## src/hdl/bsb_pkg.sv

```systemverilog
// shared constants, codes and step-unit types for the bit stream buffer
package bsb_pkg;

   localparam int STORE_BYTES  = 4096;
   localparam int STORE_ADDR_W = $clog2(STORE_BYTES);
   localparam int ALLOC_W      = 13;
   localparam int CUR_W        = 16;
   localparam int FIELD_BITS   = 64;
   localparam int CNT_W        = 7;
   localparam int OFF_W        = 16;
   localparam int REQ_W        = 96;
   localparam int RSP_W        = 104;

   localparam logic [1:0] ACT_WRITE = 2'd0;
   localparam logic [1:0] ACT_READ  = 2'd1;
   localparam logic [1:0] ACT_SEEK  = 2'd2;
   localparam logic [1:0] ACT_CLEAR = 2'd3;

   localparam logic [1:0] MODE_START      = 2'd0;
   localparam logic [1:0] MODE_CURSOR     = 2'd1;
   localparam logic [1:0] MODE_END        = 2'd2;
   localparam logic [1:0] MODE_CURSOR_ALT = 2'd3;

   typedef struct packed {
      logic [CUR_W-1:0]   cursor;
      logic [CUR_W-1:0]   end_mark;
      logic [ALLOC_W-1:0] alloc;
      logic [7:0]         work_byte;
      logic               code_bit;
   } bsb_step_in_type;

   typedef struct packed {
      logic [7:0]       new_byte;
      logic             in_range;
      logic             read_bit;
      logic [CUR_W-1:0] cursor_inc;
      logic [CUR_W-1:0] end_next;
      logic             hit_end;
      logic             overflow;
      logic             crossing;
   } bsb_step_out_type;

endpackage

```

## src/hdl/bsb_bit_unit.sv

```systemverilog
// shared single-bit step unit: bit insert, bit extract, cursor step and bound checks
module bsb_bit_unit (
   input  bsb_pkg::bsb_step_in_type  step_in,
   output bsb_pkg::bsb_step_out_type step_out
);
   import bsb_pkg::*;

   logic [CUR_W:0] cur_inc;

   always_comb begin
      cur_inc = {1'b0, step_in.cursor} + {{CUR_W{1'b0}}, 1'b1};
      step_out.new_byte = step_in.work_byte;
      for (int b = 0; b < 8; b++) begin
         if (step_in.cursor[2:0] == 3'(b)) begin
            step_out.new_byte[b] = step_in.code_bit;
         end
      end
      step_out.in_range   = step_in.cursor[CUR_W-1:3] < step_in.alloc;
      step_out.read_bit   = step_in.work_byte[step_in.cursor[2:0]];
      step_out.cursor_inc = cur_inc[CUR_W-1:0];
      step_out.end_next   = (cur_inc > {1'b0, step_in.end_mark}) ? cur_inc[CUR_W-1:0]
                                                                 : step_in.end_mark;
      step_out.hit_end    = step_in.cursor >= step_in.end_mark;
      step_out.overflow   = cur_inc[CUR_W:3] >= {1'b0, step_in.alloc};
      step_out.crossing   = cur_inc[2:0] == 3'd0;
   end

endmodule

```

## config.mk

```make
export PLATFORM = sky130hd
export DESIGN_NAME = bsb_bit_unit
export DESIGN_NICKNAME = d
export VERILOG_FILES = /design/src/hdl/bsb_pkg.sv /design/src/hdl/bsb_bit_unit.sv
export SDC_FILE = /design/constraint.sdc
export NUM_CORES = 1
export LEC_CHECK = 0
export BUFFER_PORTS_ARGS = -buffer_cell sky130_fd_sc_hd__buf_2
export CAP_MARGIN = 20
export CORE_MARGIN = 5
export CORE_UTILIZATION = 45
export DETAILED_ROUTE_END_ITERATION = 7
export PLACE_DENSITY = 0.88
export RECOVER_POWER = 25
export SYNTH_ARGS = -nofsm -noshare
export SYNTH_HDL_FRONTEND = slang
export SYNTH_SLANG_ARGS = --single-unit
```

## constraint.sdc

```tcl
create_clock -name vclk -period 6.65
set_input_delay 0.3325 -clock vclk [all_inputs]
set_output_delay 0.3325 -clock vclk [all_outputs]
set_load 0.03 [all_outputs]
```

After elaboration in Yosys (flattened, before gate mapping):

Index checks and enable logic that the tools add are counted.

* register bits after elaboration: 0
* input port bits: 54
* output and inout bits: 45

* add/subtract/negate cells: 1
* magnitude comparators: 5
* eq/ne operators: 7
* mux-type cells: 11
* reductions and logical operators: 2

Operators with widths (number)
* adder 16 x 1 -> 17 bit (second input constant): 1
* > comparator 17 x 16 -> 1 bit: 1
* >= comparator 16 bit: 1
* 2-to-1 mux 16 bit: 1
* >= comparator 14 x 13 -> 1 bit: 1
* less-than comparator 13 bit: 1
* == test 3 bit (second input constant): 4
* 2-to-1 mux 1 bit: 9
* == test 3 x 2 -> 1 bit (second input constant): 2
* zero test 3 bit: 2
* less-than comparator 3 x 4 -> 1 bit (second input constant): 1
* binary-select mux 1 bit (select 3 bit): 1
* == test 3 x 1 -> 1 bit (second input constant): 1

Logic depth before layout (Yosys ltp):

* depth after elaboration: 3
* gate-level depth with buffers: 14
* mapped depth without buffers: 12

Least setup slack after synthesis:

OpenSTA, ideal clock, no wires.

* path kind: input to output
* from: input step_in[38] (netlist bit)
* to: output step_out[5] (netlist bit)
* arrival: 3958 ps
* data required time: 6318 ps
* setup slack: 2359 ps
* cell stages on the path: 14
* path buffers: 2
* cell sequence: ha_1 nand3_1 or3_1 or2b_2 xnor2_1 ha_1 nand2_1 nor3_1 a2111oi_0 o21ai_0 a32o_1 buf_6 buf_12 mux2i_1

RTL lines
* from (decl): RTL line bsb_bit_unit.sv:3 `input bsb_pkg::bsb_step_in_type step_in,`
* to (decl): RTL line bsb_bit_unit.sv:4 `output bsb_pkg::bsb_step_out_type step_out`

==> out/results.tsv <==
metric	value	unit
outcome	finished clean	
avgSynthCellArea	8.09	um2
routed_wl	5.89	mm
hold_violations	0	
grt_pass1_wl	9.90	mm
worstHoldStart	step_in[32]	
nClkBuffers	0	
post-route-min-period	4690	ps
total_power	230	uW
ys_seq_area_share	0	%
design.seq.count	0	
layout.cells.most_common	buf_2	
fin_cells	401	
cp_top_family	simple AND/OR/NAND/NOR gates	
relSlewSlack	29.9	%
initial_core_util	46.7	%
fin_crit_sh	70.5	%
fin_nets	469	
syn-cell-area	2050	um2
vias	2193	
final_cell_mix	buf_2 (88), ha_1 (64), inv_1 (34), a21oi_1 (18), nand2_1 (15)	
path_buf_inv	2	
drt_iter0_drc	74	
cpPeakStageDelay	550	ps
ioPinCount	99	
tns	0	ps
synth_warnings	0	
slowest_stage	a32o_1	
place_area	2570	um2
powerDensity	90.2	nW/um2
synth_cells	253	
required	6320	ps
grt_pass1_vias	2256	
cts_resized	0	
gp_congestion	0.913	
ir_drop	61.0	uV
drtPass1Iterations	4	
synth_cell_types	40	
grt_use_total	18.7	%
postRouteAntennaNets	0	
placedCellCount	401	
syn_to_final_growth	24.8	%
rsz0062_at_grt	no	
endpoint_kind	primary output	
critPathKind	input pin to primary output	
post-cts-setup-buffers	0	
worstPathArrival	4350	ps
drc	0	
dieArea	6000	um2
grt_max_degree	17	
worstPathCellList	clkbuf_1, ha_1, nand3_1, or3_1, or2b_2, xnor2_1, ha_1, nand2_1, nor2_1, nand3_1, or4_1, a32o_1, mux2_4, buf_2	
numPortBuffers	99	
wire_per_inst	14.7	um
cp-start-kind	input pin	
min_path_type	input pin to primary output	
drv_cap	0	
grt_antenna_before_repair	0	
die_height	77.4	um
min_delay_path_depth	3	
tightest_slew	1050	ps
rows	24	
setup_viol	0	
diodes	0	
regArea	0	um2
fp.dieW	77.4	um
holdBufCountCts	0	
utilization	58.3	%
core_area	4380	um2
final_cell_area	2550	um2
crit_fanout	16	
drive_above_1_share	33.2	%
hpwlAfterDp	5.25	mm
nFillCells	417	
leakage	0.00146	uW
routed_via_density	5.47	
hold-path-endpoint	step_out[13]	
fmax	213	MHz
slew_violations	0	
overflow	0	
synthesis.nets	371	
## tightest hold or removal path, delay by kind of cell
family,cells,cell delay (ps)
buf+inv,2,270
mux,1,120
## kinds of logic after synthesis
family,Yosys count,share of synthesized area [%]
muxes,23,15.1
xor gates and xnor gates,13,5.56
buffers and inverters,38,8.31
adders and majority gates,64,39.1
and+or+nand+nor,60,14.5
AOI/OAI and AO/OA,55,17.4
## where the power goes
group | leakage, uW | switching [uW] | total [uW] | internal, uW
clock | 0 | 0 | 0 | 0
combinational | 0.00146 | 141 | 230 | 89.7
sequential | 0 | 0 | 0 | 0
total | 0.00146 | 141 | 230 | 89.7
## stage by stage
stage	setup slack [ps]	hold WS (ps)
floorplan	2360	809
global placement	2320	1060
global route	1670	1070
detailed placement	2170	1060
CTS	2170	1060
finish	1960	1060
## cell usage after synthesis
library cell	number	area [um2]
inv_1	34	128
nor3_1	2	10.0
mux2_4	8	120
a2111oi_0	2	17.5
and2_1	1	6.26
inv_2	1	3.75
or2b_2	1	8.76
o211ai_1	1	7.51
nor2b_1	2	12.5
or3_1	1	6.26
or4_1	1	7.51
xor2_1	3	26.3
and3_1	1	6.26
o21ai_0	9	45.0
nand2_1	15	56.3
nand3_1	11	55.1
o31ai_1	1	7.51
nor2_1	13	48.8
ha_1	64	801
xnor2_1	10	87.6
nand4_1	7	43.8
nand2b_1	3	18.8
a311o_1	1	10.0
a31o_2	3	26.3
o221ai_1	1	8.76
mux4_2	2	45.0
a31oi_1	2	12.5
a211oi_1	1	7.51
a32o_1	1	10.0
buf_12	1	20.0
a21o_1	11	82.6
a21boi_0	3	22.5
mux2i_1	2	20.0
nand3_2	1	10.0
a21o_2	1	8.76
buf_4	1	7.51
mux2_2	11	124
a21oi_1	18	90.1
buf_6	1	11.3
nor4_1	1	6.26
## per-layer routing
layer	track usage, %	vias to the layer above	share of wire (%)
li1	-	1114	-
met1	22.8	994	42
met2	35.4	77	50
met3	1.97	8	6.4
met4	3.44	0	1.6
met5	0	-	0
## how the worst max path moves through the flow
stage	from	end	slack [ps]	cells past startpoint
6_report	step_in[38]	step_out[12]	1960	14
5_1_grt	step_in[38]	step_out[9]	1670	14
4_1_cts	step_in[38]	step_out[12]	2170	14
3_5_place_dp	step_in[38]	step_out[12]	2170	14
3_3_place_gp	step_in[38]	step_out[17]	2320	14
2_1_floorplan	step_in[38]	step_out[5]	2360	14
## layout make-up
cell class	count	area [um2]	area share [%]
repair buffers	99	482	18.9
multi-input cells	215	1880	73.5
inverters	35	131	5.14
well taps	52	65.1	2.55
(Power assumes the default switching activity.)
